==> src/hw/rtl/mkps_pkg.sv <==
// ----------------------------------------------------------------------------
// mkps_pkg
// Shared constants and types of the multi-keyword payload search block.
// ----------------------------------------------------------------------------
package mkps_pkg;

  localparam int unsigned NUM_KEYWORDS = 8;
  localparam int unsigned KEY_BYTES    = 31;

  localparam int unsigned BYTE_W   = 8;
  localparam int unsigned KIND_W   = 2;
  localparam int unsigned MATCH_W  = 4;
  localparam int unsigned LOADED_W = 4;
  localparam int unsigned KW_CNT_W = $clog2(NUM_KEYWORDS + 1);
  localparam int unsigned SLOT_W   = (NUM_KEYWORDS > 1) ? $clog2(NUM_KEYWORDS) : 1;
  localparam int unsigned FILL_W   = $clog2(KEY_BYTES + 1);
  localparam int unsigned OCC_W    = 3;

  localparam logic [KIND_W-1:0] KIND_CLEAR   = 2'd0;
  localparam logic [KIND_W-1:0] KIND_TEXT    = 2'd1;
  localparam logic [KIND_W-1:0] KIND_PAYLOAD = 2'd2;

  localparam logic [BYTE_W-1:0] SEPARATOR = 8'h7C;
  localparam logic [BYTE_W-1:0] TEXT_END  = 8'h00;

  typedef logic [NUM_KEYWORDS-1:0][BYTE_W-1:0] kw_col_t;

  typedef struct packed {
    logic                    wshift;
    logic                    wdrop;
    logic                    kclear;
    logic [NUM_KEYWORDS-1:0] kshift;
  } cell_ctrl_t;

  typedef struct packed {
    logic [MATCH_W-1:0]  match_index;
    logic [LOADED_W-1:0] keywords_loaded;
    logic                load_error;
  } result_t;

endpackage

==> src/hw/rtl/mkps_cell.sv <==
// ----------------------------------------------------------------------------
// mkps_cell
// One position of the search chain: a payload window byte and one keyword
// byte per slot, each shifting on to the next cell, plus the compare term.
// ----------------------------------------------------------------------------
module mkps_cell (
  input  logic                          clk_i,
  input  logic                          rst_ni,
  input  mkps_pkg::cell_ctrl_t          ctrl_i,
  input  logic [mkps_pkg::BYTE_W-1:0]   wbyte_i,
  input  logic                          wvalid_i,
  input  mkps_pkg::kw_col_t             kbyte_i,
  input  logic [mkps_pkg::NUM_KEYWORDS-1:0] kvalid_i,
  input  logic [mkps_pkg::NUM_KEYWORDS-1:0] ok_i,
  output logic [mkps_pkg::BYTE_W-1:0]   wbyte_o,
  output logic                          wvalid_o,
  output mkps_pkg::kw_col_t             kbyte_o,
  output logic [mkps_pkg::NUM_KEYWORDS-1:0] kvalid_o,
  output logic [mkps_pkg::NUM_KEYWORDS-1:0] ok_o
);
  import mkps_pkg::*;

  logic [BYTE_W-1:0]       wbyte_q;
  logic                    wvalid_q, wvalid_d;
  kw_col_t                 kbyte_q, kbyte_d;
  logic [NUM_KEYWORDS-1:0] kvalid_q, kvalid_d;

  always_comb begin
    wvalid_d = wvalid_q;
    if (ctrl_i.wshift) begin
      wvalid_d = wvalid_i;
    end else if (ctrl_i.wdrop) begin
      wvalid_d = 1'b0;
    end
  end

  always_comb begin
    kbyte_d  = kbyte_q;
    kvalid_d = kvalid_q;
    for (int k = 0; k < NUM_KEYWORDS; k++) begin
      if (ctrl_i.kshift[k]) begin
        kbyte_d[k]  = kbyte_i[k];
        kvalid_d[k] = kvalid_i[k];
      end
    end
    if (ctrl_i.kclear) begin
      kvalid_d = '0;
    end
  end

  always_ff @(posedge clk_i) begin
    if (ctrl_i.wshift) begin
      wbyte_q <= wbyte_i;
    end
    kbyte_q <= kbyte_d;
  end

  always_ff @(posedge clk_i or negedge rst_ni) begin
    if (!rst_ni) begin
      wvalid_q <= 1'b0;
      kvalid_q <= '0;
    end else begin
      wvalid_q <= wvalid_d;
      kvalid_q <= kvalid_d;
    end
  end

  always_comb begin
    for (int k = 0; k < NUM_KEYWORDS; k++) begin
      ok_o[k] = ok_i[k] & (~kvalid_q[k] | (wvalid_q & (wbyte_q == kbyte_q[k])));
    end
  end

  assign wbyte_o  = wbyte_q;
  assign wvalid_o = wvalid_q & ~ctrl_i.wdrop;
  assign kbyte_o  = kbyte_q;
  assign kvalid_o = kvalid_q;

endmodule

==> src/hw/rtl/mkps_result_q.sv <==
// ----------------------------------------------------------------------------
// mkps_result_q
// Two-entry result buffer: an output register backed by a skid register.
// ----------------------------------------------------------------------------
module mkps_result_q (
  input  logic              clk_i,
  input  logic              rst_ni,
  input  logic              push_i,
  input  mkps_pkg::result_t data_i,
  output logic              valid_o,
  input  logic              ready_i,
  output mkps_pkg::result_t data_o,
  output logic [1:0]        count_o
);
  import mkps_pkg::*;

  logic    out_valid_q, out_valid_d;
  logic    skid_valid_q, skid_valid_d;
  result_t out_q, out_d;
  result_t skid_q, skid_d;
  logic    pop;

  assign pop = out_valid_q & ready_i;

  always_comb begin
    out_valid_d  = out_valid_q;
    skid_valid_d = skid_valid_q;
    out_d        = out_q;
    skid_d       = skid_q;
    if (!out_valid_q) begin
      out_valid_d = push_i;
      out_d       = data_i;
    end else if (pop) begin
      if (skid_valid_q) begin
        out_d        = skid_q;
        skid_valid_d = push_i;
        skid_d       = data_i;
      end else begin
        out_valid_d = push_i;
        out_d       = data_i;
      end
    end else if (push_i) begin
      skid_valid_d = 1'b1;
      skid_d       = data_i;
    end
  end

  always_ff @(posedge clk_i) begin
    out_q  <= out_d;
    skid_q <= skid_d;
  end

  always_ff @(posedge clk_i or negedge rst_ni) begin
    if (!rst_ni) begin
      out_valid_q  <= 1'b0;
      skid_valid_q <= 1'b0;
    end else begin
      out_valid_q  <= out_valid_d;
      skid_valid_q <= skid_valid_d;
    end
  end

  assign valid_o = out_valid_q;
  assign data_o  = out_q;
  assign count_o = {1'b0, out_valid_q} + {1'b0, skid_valid_q};

endmodule

==> src/hw/rtl/multi_keyword_payload_search.sv <==
// ----------------------------------------------------------------------------
// multi_keyword_payload_search
// Matches a loaded keyword list against streamed packet payload bytes.
// ----------------------------------------------------------------------------
// The block takes one item per clock while in_ready_o is high. Keyword text
// and payload bytes both shift into a chain of KEY_BYTES cells, and every
// keyword is compared against the window of recent payload bytes in the
// cycle after each payload byte. The result of a packet passes through
// eval_last_q into a two-entry result buffer and waits there; the input stalls
// only when that buffer would overflow because results are not being taken.
module multi_keyword_payload_search (
  input  logic                          clk_i,
  input  logic                          rst_ni,
  input  logic                          cfg_we_i,
  input  logic                          cfg_wdata_i,
  input  logic                          in_valid_i,
  output logic                          in_ready_o,
  input  logic [mkps_pkg::KIND_W-1:0]   kind_i,
  input  logic [mkps_pkg::BYTE_W-1:0]   value_i,
  input  logic                          last_i,
  output logic                          out_valid_o,
  input  logic                          out_ready_i,
  output logic [mkps_pkg::MATCH_W-1:0]  match_index_o,
  output logic [mkps_pkg::LOADED_W-1:0] keywords_loaded_o,
  output logic                          load_error_o
);
  import mkps_pkg::*;

  logic                    empty_all_q;
  logic [KW_CNT_W-1:0]     total_q, total_d;
  logic [FILL_W-1:0]       fill_q, fill_d;
  logic                    text_seen_q, text_seen_d;
  logic                    ovf_q, ovf_d;
  logic [NUM_KEYWORDS-1:0] found_q, found_d;
  logic                    eval_q, eval_last_q;

  logic                    in_acc, clear_acc, text_acc, pay_acc;
  logic                    txt_store;
  cell_ctrl_t              ctrl;

  logic [KEY_BYTES:0][BYTE_W-1:0]       wbyte_c;
  logic [KEY_BYTES:0]                   wvalid_c;
  kw_col_t [KEY_BYTES:0]                kbyte_c;
  logic [KEY_BYTES:0][NUM_KEYWORDS-1:0] kvalid_c;
  logic [KEY_BYTES:0][NUM_KEYWORDS-1:0] ok_c;

  logic [NUM_KEYWORDS-1:0] slot_live, hits, found_new;
  logic [MATCH_W-1:0]      match_idx;
  result_t                 res;
  logic [1:0]              q_count;
  logic [OCC_W-1:0]        occ;
  logic                    pop;

  assign pop        = out_valid_o & out_ready_i;
  assign occ        = OCC_W'(q_count) + OCC_W'(eval_last_q) - OCC_W'(pop);
  assign in_ready_o = (occ <= OCC_W'(1));

  assign in_acc    = in_valid_i & in_ready_o;
  assign clear_acc = in_acc & (kind_i == KIND_CLEAR);
  assign text_acc  = in_acc & (kind_i == KIND_TEXT);
  assign pay_acc   = in_acc & (kind_i == KIND_PAYLOAD);

  assign txt_store = text_acc && (value_i != TEXT_END) && (value_i != SEPARATOR) &&
                     (fill_q < FILL_W'(KEY_BYTES)) && (total_q < KW_CNT_W'(NUM_KEYWORDS));

  always_comb begin
    ctrl.wshift = pay_acc;
    ctrl.wdrop  = eval_last_q | clear_acc;
    ctrl.kclear = clear_acc;
    ctrl.kshift = '0;
    if (txt_store) begin
      ctrl.kshift = NUM_KEYWORDS'(1) << total_q[SLOT_W-1:0];
    end
  end

  always_comb begin
    total_d     = total_q;
    fill_d      = fill_q;
    text_seen_d = text_seen_q;
    ovf_d       = ovf_q;
    if (clear_acc) begin
      total_d     = '0;
      fill_d      = '0;
      text_seen_d = 1'b0;
      ovf_d       = 1'b0;
    end else if (text_acc) begin
      if (value_i == TEXT_END) begin
        text_seen_d = 1'b0;
        if (text_seen_q) begin
          fill_d = '0;
          if (total_q < KW_CNT_W'(NUM_KEYWORDS)) begin
            total_d = total_q + KW_CNT_W'(1);
          end else begin
            ovf_d = 1'b1;
          end
        end
      end else begin
        text_seen_d = 1'b1;
        if (value_i == SEPARATOR) begin
          fill_d = '0;
          if (total_q < KW_CNT_W'(NUM_KEYWORDS)) begin
            total_d = total_q + KW_CNT_W'(1);
          end else begin
            ovf_d = 1'b1;
          end
        end else if (fill_q >= FILL_W'(KEY_BYTES)) begin
          ovf_d = 1'b1;
        end else begin
          fill_d = fill_q + FILL_W'(1);
        end
      end
    end
  end

  assign wbyte_c[0]  = value_i;
  assign wvalid_c[0] = 1'b1;
  assign kbyte_c[0]  = {NUM_KEYWORDS{value_i}};
  assign kvalid_c[0] = '1;
  assign ok_c[0]     = '1;

  for (genvar i = 0; i < KEY_BYTES; i++) begin : g_cell
    mkps_cell u_cell (
      .clk_i    (clk_i),
      .rst_ni   (rst_ni),
      .ctrl_i   (ctrl),
      .wbyte_i  (wbyte_c[i]),
      .wvalid_i (wvalid_c[i]),
      .kbyte_i  (kbyte_c[i]),
      .kvalid_i (kvalid_c[i]),
      .ok_i     (ok_c[i]),
      .wbyte_o  (wbyte_c[i+1]),
      .wvalid_o (wvalid_c[i+1]),
      .kbyte_o  (kbyte_c[i+1]),
      .kvalid_o (kvalid_c[i+1]),
      .ok_o     (ok_c[i+1])
    );
  end

  always_comb begin
    for (int k = 0; k < NUM_KEYWORDS; k++) begin
      slot_live[k] = (KW_CNT_W'(k) < total_q);
    end
  end

  assign hits      = {NUM_KEYWORDS{eval_q}} & ok_c[KEY_BYTES] & kvalid_c[1] & slot_live;
  assign found_new = found_q | hits;

  always_comb begin
    match_idx = '0;
    for (int k = NUM_KEYWORDS - 1; k >= 0; k--) begin
      if (found_new[k]) begin
        match_idx = MATCH_W'(k + 1);
      end
    end
    if (total_q == '0) begin
      match_idx = MATCH_W'(empty_all_q);
    end
  end

  always_comb begin
    found_d = found_new;
    if (clear_acc || eval_last_q) begin
      found_d = '0;
    end
  end

  assign res.match_index     = match_idx;
  assign res.keywords_loaded = LOADED_W'(total_q);
  assign res.load_error      = ovf_q;

  always_ff @(posedge clk_i or negedge rst_ni) begin
    if (!rst_ni) begin
      empty_all_q <= 1'b1;
      total_q     <= '0;
      fill_q      <= '0;
      text_seen_q <= 1'b0;
      ovf_q       <= 1'b0;
      found_q     <= '0;
      eval_q      <= 1'b0;
      eval_last_q <= 1'b0;
    end else begin
      if (cfg_we_i) begin
        empty_all_q <= cfg_wdata_i;
      end
      total_q     <= total_d;
      fill_q      <= fill_d;
      text_seen_q <= text_seen_d;
      ovf_q       <= ovf_d;
      found_q     <= found_d;
      eval_q      <= pay_acc;
      eval_last_q <= pay_acc & last_i;
    end
  end

  mkps_result_q u_result_q (
    .clk_i   (clk_i),
    .rst_ni  (rst_ni),
    .push_i  (eval_last_q),
    .data_i  (res),
    .valid_o (out_valid_o),
    .ready_i (out_ready_i),
    .data_o  ({match_index_o, keywords_loaded_o, load_error_o}),
    .count_o (q_count)
  );

endmodule

==> config.mk <==
export PLATFORM = sky130hd
export DESIGN_NAME = multi_keyword_payload_search
export DESIGN_NICKNAME = d
export VERILOG_FILES = /design/src/hw/rtl/mkps_pkg.sv /design/src/hw/rtl/mkps_cell.sv /design/src/hw/rtl/mkps_result_q.sv /design/src/hw/rtl/multi_keyword_payload_search.sv
export SDC_FILE = /design/constraint.sdc
export NUM_CORES = 2
export LEC_CHECK = 0
export BUFFER_PORTS_ARGS = -buffer_cell sky130_fd_sc_hd__buf_2
export CAP_MARGIN = 20
export CORE_MARGIN = 5
export CORE_UTILIZATION = 30
export CTS_BUF_LIST = sky130_fd_sc_hd__clkbuf_4 sky130_fd_sc_hd__clkbuf_8
export DETAILED_ROUTE_END_ITERATION = 8
export GPL_TIMING_DRIVEN = 0
export PLACE_DENSITY = 0.45
export SYNTH_ARGS = -nofsm -noshare
export SYNTH_HDL_FRONTEND = slang
export SYNTH_HIERARCHICAL = 1
export SYNTH_SLANG_ARGS = --single-unit
==> constraint.sdc <==
create_clock -name clk_i -period 14.35 [get_ports clk_i]
set_clock_uncertainty 0.1 [all_clocks]
set_input_delay 2.87 -clock clk_i [delete_from_list [all_inputs] [get_ports clk_i]]
set_output_delay 2.87 -clock clk_i [all_outputs]
set_load 0.05 [all_outputs]
# Word-level counts from Yosys, hierarchy flattened
# Index checks and enable logic that the tools add are counted.
[classes]
magnitude_cmp = 12
bitwise_logic = 1026
reduce_logical = 27
n_addsub = 5
shift = 1
eq_ne = 256
muxes = 356
[op_table]
columns = ["cell", "count"]
rows = [
  ["$eq A8 B8 Y1", 248],
  ["$and A1 B1 Y1", 524],
  ["$mux W1", 296],
  ["$mux W8", 33],
  ["$not A1 Y1", 249],
  ["$or A1 B1 Y1", 249],
  ["$mux W4", 15],
  ["$mux W9", 6],
  ["$mux W5", 6],
  ["$and A8 B8 Y8", 3],
  ["$reduce_bool A2 Y1", 11],
  ["$lt A3 B4 Y1 const A", 4],
  ["$reduce_and A3 Y1", 4],
  ["$eq A8 B7 Y1 const B", 1],
  ["$logic_not A8 Y1", 1],
  ["$lt A1 B4 Y1 const A", 2],
  ["$lt A2 B4 Y1 const A", 2],
  ["$ne A8 B7 Y1 const B", 1],
  ["$or A8 B8 Y8", 1],
  ["$reduce_bool A8 Y1", 1],
  ["$shl A1 B3 Y8 const A", 1],
  ["$add A5 B1 Y5 const B", 1],
  ["$ge A5 B5 Y1 const B", 1],
  ["$lt A5 B5 Y1 const B", 1],
  ["19 further kinds", 22],
]
[word_totals]
register_bits = 2553
elab_cells = 2257
in_bits = 17
out_inout_bits = 11

# Longest topological paths before layout
[depth]
word_depth = 49
depth_mapped = 70
ltp_nobuf = 69

# By module
# Netlist, hierarchy kept.
[by_module_without_submodules]
columns = ["mod", "seq_area_each_um2", "area_each_um2", "cells_each", "instances"]
rows = [
  ["mkps_cell", 2387.3, 3467.1, 213, 31],
  ["multi_keyword_payload_search", 551.8, 1463.9, 161, 1],
  ["mkps_result_q", 590.6, 774.5, 39, 1],
]

# Worst setup path after synthesis
# Ideal clock, no wire load.
[synth_path]
path_kind = "reg-to-reg"
startpoint = "register g_cell[0].u_cell.wbyte_q[0]"
endpoint = "register u_result_q.out_q, in the netlist u_result_q/data_o[5] (data pin)"
path_stages_with_launch = 70
setup_time_ps = 260
required_ps = 13990
synth_period_minus_slack_ps = 14106
path_buffers = 1
arrival_time_ps = 13746
setup_slack_ps = 244
path_cell_list = "edfxtp_1 > buf_6 > xnor2_1 > nand3_1 > o32ai_2 > nand3_1 > o32ai_2 > nand3_1 > o32ai_2 > nand3_1 > o32ai_2 > nand3_1 > o32ai_2 > nand3_1 > o32ai_2 > nand3_1 > o32ai_2 > nand3_1 > [... 34 more ...] > o32ai_2 > nand3_1 > o32ai_2 > nand3_1 > o32ai_2 > nand3_1 > o32ai_2 > nand3_1 > o32ai_2 > nand3_1 > o32ai_2 > nand3_1 > o32ai_2 > a41oi_1 > nor2b_1 > o22ai_1 > o21ai_0 > mux2_2"
[synth_lines]
columns = ["item", "line", "text"]
rows = [
  ["start: declaration", "mkps_cell.sv:23", "logic [BYTE_W-1:0] wbyte_q;"],
  ["start signal: assignment", "mkps_cell.sv:53", "wbyte_q <= wbyte_i;"],
  ["end signal: assignment", "mkps_result_q.sv:49", "out_q <= out_d;"],
  ["end: declaration", "mkps_result_q.sv:19", "result_t out_q, out_d;"],
]

==> impl_summary.md <==
Clock tree
In this run the deepest clock path goes through 4 buffers. CTS built an H-tree with a depth of 5. The number of sinks on the clock net is 2553. The root buffer cell chosen for the clock tree is clkbuf_8. At the later pin of the worst-skew pair, clock insertion delay measures 1.08 ns. Clock-pin slew was measured on the worst setup and hold paths at ~0.060 ns. The TritonCTS clock tree is yes. Buffers inserted during clock tree synthesis total 440.

STA
For the pin with the worst max-slew slack, the measured transition is between 0.9 and 1 ns. The worst hold slack is 0.324 ns. The total count of hold-check failures in the final report is 0. The post-route clock period utilization is 117%. The max-slew headroom at the worst pin is a little under two fifths. The number of endpoints failing setup at the final stage is 16.

Static timing analysis puts the maximum clock frequency at 0.0596 GHz. Setup repair after global routing could not meet its margin everywhere. The max-slew violation count is 0. The smallest clock period supported by the final layout is computed as around 17 ns. Setup slack on the critical path of the routed design comes to -2.43 ns.

Global route
Global routing finished with a remaining overflow of 0. The number of global-route vias before repair is roughly 60000. The first global-routing pass estimated between 400000 and 500000 um of wire. The pin count of the biggest net entering global routing is slightly above 100. For this run, the total global-route usage over all layers was measured as between 15 and 20%. The initial antenna violation count is 5.

Status
The final reports fail on setup timing. The run finished, with violations left.

Synthesis
Counting flops with an async set or reset pin after synthesis yields a share of 11.9%. After synthesis, flip-flops and latches occupy roughly two thirds of the total area. The cell with the most instances after synthesis is edfxtp_1. By area the synthesized netlist is led by edfxtp_1 (62%), xnor2_1 (16%), dfrtp_1 (6.9%), o32ai_2 (3.7%), buf_6 (2.5%). A synthesized cell averages between 15 and 20 sq um. The netlist area before placement is 110000 sq um. Sorting the synthesized cells by how often they occur yields edfxtp_1 (2250), xnor2_1 (1985), nand3_1 (500), dfrtp_1 (302), nor2_1 (264).

After synthesis the netlist holds a flip-flop and latch count of roughly 2600. The number of enable flip-flop cells after synthesis is 2250. Synthesis produced a netlist whose cell count is roughly 7000. The flip-flop cell with the highest count after synthesis is edfxtp_1. Summed over its instances, the top area cell type makes up roughly three fifths of the synthesized netlist area. The Yosys step of the flow raised 6 warnings. The largest area contributor in the synthesized netlist is edfxtp_1. The number of distinct library cells after synthesis is 51.

Flow run
The tool flagged a number of max-cap violations equal to 0.

Floorplanning
The core region area is ~360000 sq um. The count of standard-cell rows is about 220. The width of the die is between 600 and 700 um.

The die area is roughly 380000 sq um. For this configuration, the core starts out at a cell density of between 30% and 40%. The number of top-level design ports is 28.

From bottom edge to top edge, the die measures ~610 um.

Critical path
In this run the critical register-to-register path is launched from g_cell[0].u_cell/wbyte_o[3]$_DFFE_PP_. In this run the worst setup path begins at g_cell[0].u_cell/wbyte_o[3]$_DFFE_PP_. The startpoint class of the critical path is a flop. The required time reported for the critical path endpoint is 15.18 ns. The critical path is of the flop to flop type. The endpoint arrival time on the critical path is about 18 ns.

In this run the worst path has a maximum fanout of 4. In this run the critical register-to-register path is captured at u_result_q/data_o[6]$_DFFE_PP_. The number of cell instances on the worst register-to-register path is 69. STA classifies the critical path endpoint as a flop. Among all stages on the critical path, the largest delay is contributed by edfxtp_1.

The biggest cell delay along the critical path is about 0.42 ns. The reg2reg setup slack is -2.43 ns.

Pwr
The total power is 17.0 mW. Across the VDD grid, the largest voltage drop is about 77 uV. Summed over all cells, the static leakage comes to a little over 40 nW. Power spread over the standard cell area amounts to around 130 nW/um^2.

Detailed routing
The average via count per standard cell is 4.55. The total length of routed wires is approximately 310000 um. The pre-antenna-repair detailed-routing pass consisted of 5 iterations. The DRC violation count after routing is 0. After detailed routing, the average wire length per cell comes to roughly 24 um. For this block, the initial DRC count from the detailed router was 4446. The antenna violation net count after detailed routing is 0.

The detailed router placed ~58000 vias in this run.

Final layout
The final cell count without fillers is 12600. The proportion of layout cells with a drive suffix above 1 is a little over a fifth. The number of fill cells is 34900. The area growth from synthesis to layout is 18.1%. The final layout net count is roughly 7500.

Placement
In this run the tool buffered the top-level ports with 27 buffer cells. Before CTS, the worst setup slack after placement is -3.86 ns. The weighted congestion reported at the end of routability-driven placement is approximately 0.85. The number of placed cells counting well taps is about 12000. The wire-length estimate of the detail-placed layout is around 230000 um.

Min path
The worst hold path begins at g_cell[17].u_cell/kbyte_o[50]$_DFFE_PP_. The worst hold path class is flop to flop. The worst hold path passes through 0 cells. The end of the worst hold path is g_cell[18].u_cell/kbyte_o[50]$_DFFE_PP_.
## layout make-up
cell class,count,area [sq um],share of cell area (%)
buffer,316,3190,2.46
inverter,258,968,0.747
clock buffer,644,7810,6.03
clock inverter,176,1110,0.857
multi-input combinational,3700,33000,25.5
antenna,5,12.5,0.00965
tap,4816,6030,4.65
timing repair buffer,177,2320,1.79
sequential,2553,75100,58.0
## flip-flops by register name, indices dropped and copies added (netlist names)
name                     cells
g_cell.u_cell/kbyte_o     1984
g_cell.u_cell/kvalid_o     248
g_cell.u_cell/wbyte_o      248
g_cell.u_cell/wvalid_q      31
u_result_q/data_o            9
u_result_q/skid_q            9
found_q                      8
fill_q                       5
total_q                      4
empty_all_q                  1
eval_last_q                  1
eval_q                       1
ovf_q                        1
text_seen_q                  1
u_result_q/skid_valid_q      1
u_result_q/valid_o           1
## power breakdown
group	internal (mW)	switching, mW	leakage (nW)
Clock	3.63	3.06	4.77
Combinational	0.753	1.09	11.6
Sequential	8.27	0.152	24.5
## cell usage in the layout (no fill, tap or decap), types with 6 or more instances in the layout
master     instances
nor2b_1           34
buf_2             26
o32ai_2          106
dfrtp_1          302
buf_4            123
xnor2_2           16
inv_8             11
buf_6            248
nor2_1           260
nand2_1           11
clkbuf_8         476
xnor2_1         1968
nand4_1          249
mux2_2            39
clkbuf_4         169
edfxtp_1        2250
ha_1              12
conb_1            25
clkinv_2          47
a21o_1             6
bufinv_16          7
inv_1            256
clkinv_1          98
mux2i_1          249
and3_4             6
nand3_1          380
a41oi_2            7
o32ai_4          142
clkbuf_1          36
buf_12             8
buf_16            48
nand3_2          120
## per-layer routing
| metal | vias to the layer above | part of all wire, % | GRT usage (%) |
|---|---|---|---|
| li1 | 26100 | - | - |
| met1 | 29800 | 44 | 21.0 |
| met2 | 1265 | 49 | 26.8 |
| met3 | 394 | 5.1 | 3.00 |
| met4 | 0 | 1.9 | 3.16 |
| met5 | - | 0 | 0 |
## critical path: cells and delay by family, from the launching register on
| kind | cells | cell delay [ns] |
|---|---|---|
| xor+xnor | 1 | 0.15 |
| simple gates | 33 | 4.93 |
| compound gates | 33 | 10.68 |
| buf+inv | 1 | 0.16 |
| mux | 1 | 0.18 |
| flops | 1 | 0.42 |
## stage by stage
step                cell area, sq um  setup TNS (ns)  util (%)
floorplan                     110000               0         -
global placement              116000        -7634.02      31.8
detailed placement            117000          -52.38      32.2
CTS                           128000          -26.15      35.1
global route                  130000          -41.67      35.5
finish                        130000          -28.48      35.5
## worst max-delay path by stage
stage,end,slack (ns)
final,u_result_q/data_o[6]$_DFFE_PP_,-2.43
after global routing,u_result_q/data_o[6]$_DFFE_PP_,-3.20
after CTS,u_result_q/data_o[6]$_DFFE_PP_,-2.14
after detailed placement,u_result_q/data_o[5]$_DFFE_PP_,-3.86
after global placement,g_cell[19].u_cell/wvalid_q$_DFFE_PN0P_,-5.14
after floorplan,u_result_q/data_o[5]$_DFFE_PP_,0.24
## kinds of logic after synthesis
family,share of synthesized area [%]
AO/OA/AOI/OAI,3.96
XOR/XNOR,15.8
adder cells (fa/ha/maj),0.155
buffers and inverters,3.77
flip-flops,68.5
multiplexers,2.70
other,0.00342
AND/OR/NAND/NOR,5.08
## what timing repair did
action / in CTS / in global routing
pin swaps: 488 / 102
resized for setup: 168 / 147
hold buffers: 0 / 0
buffers inserted: 75 / 23
gates cloned: 0 / 0
setup endpoints to repair: 16 / 16
Note: power is estimated with default switching activity, not from simulation.
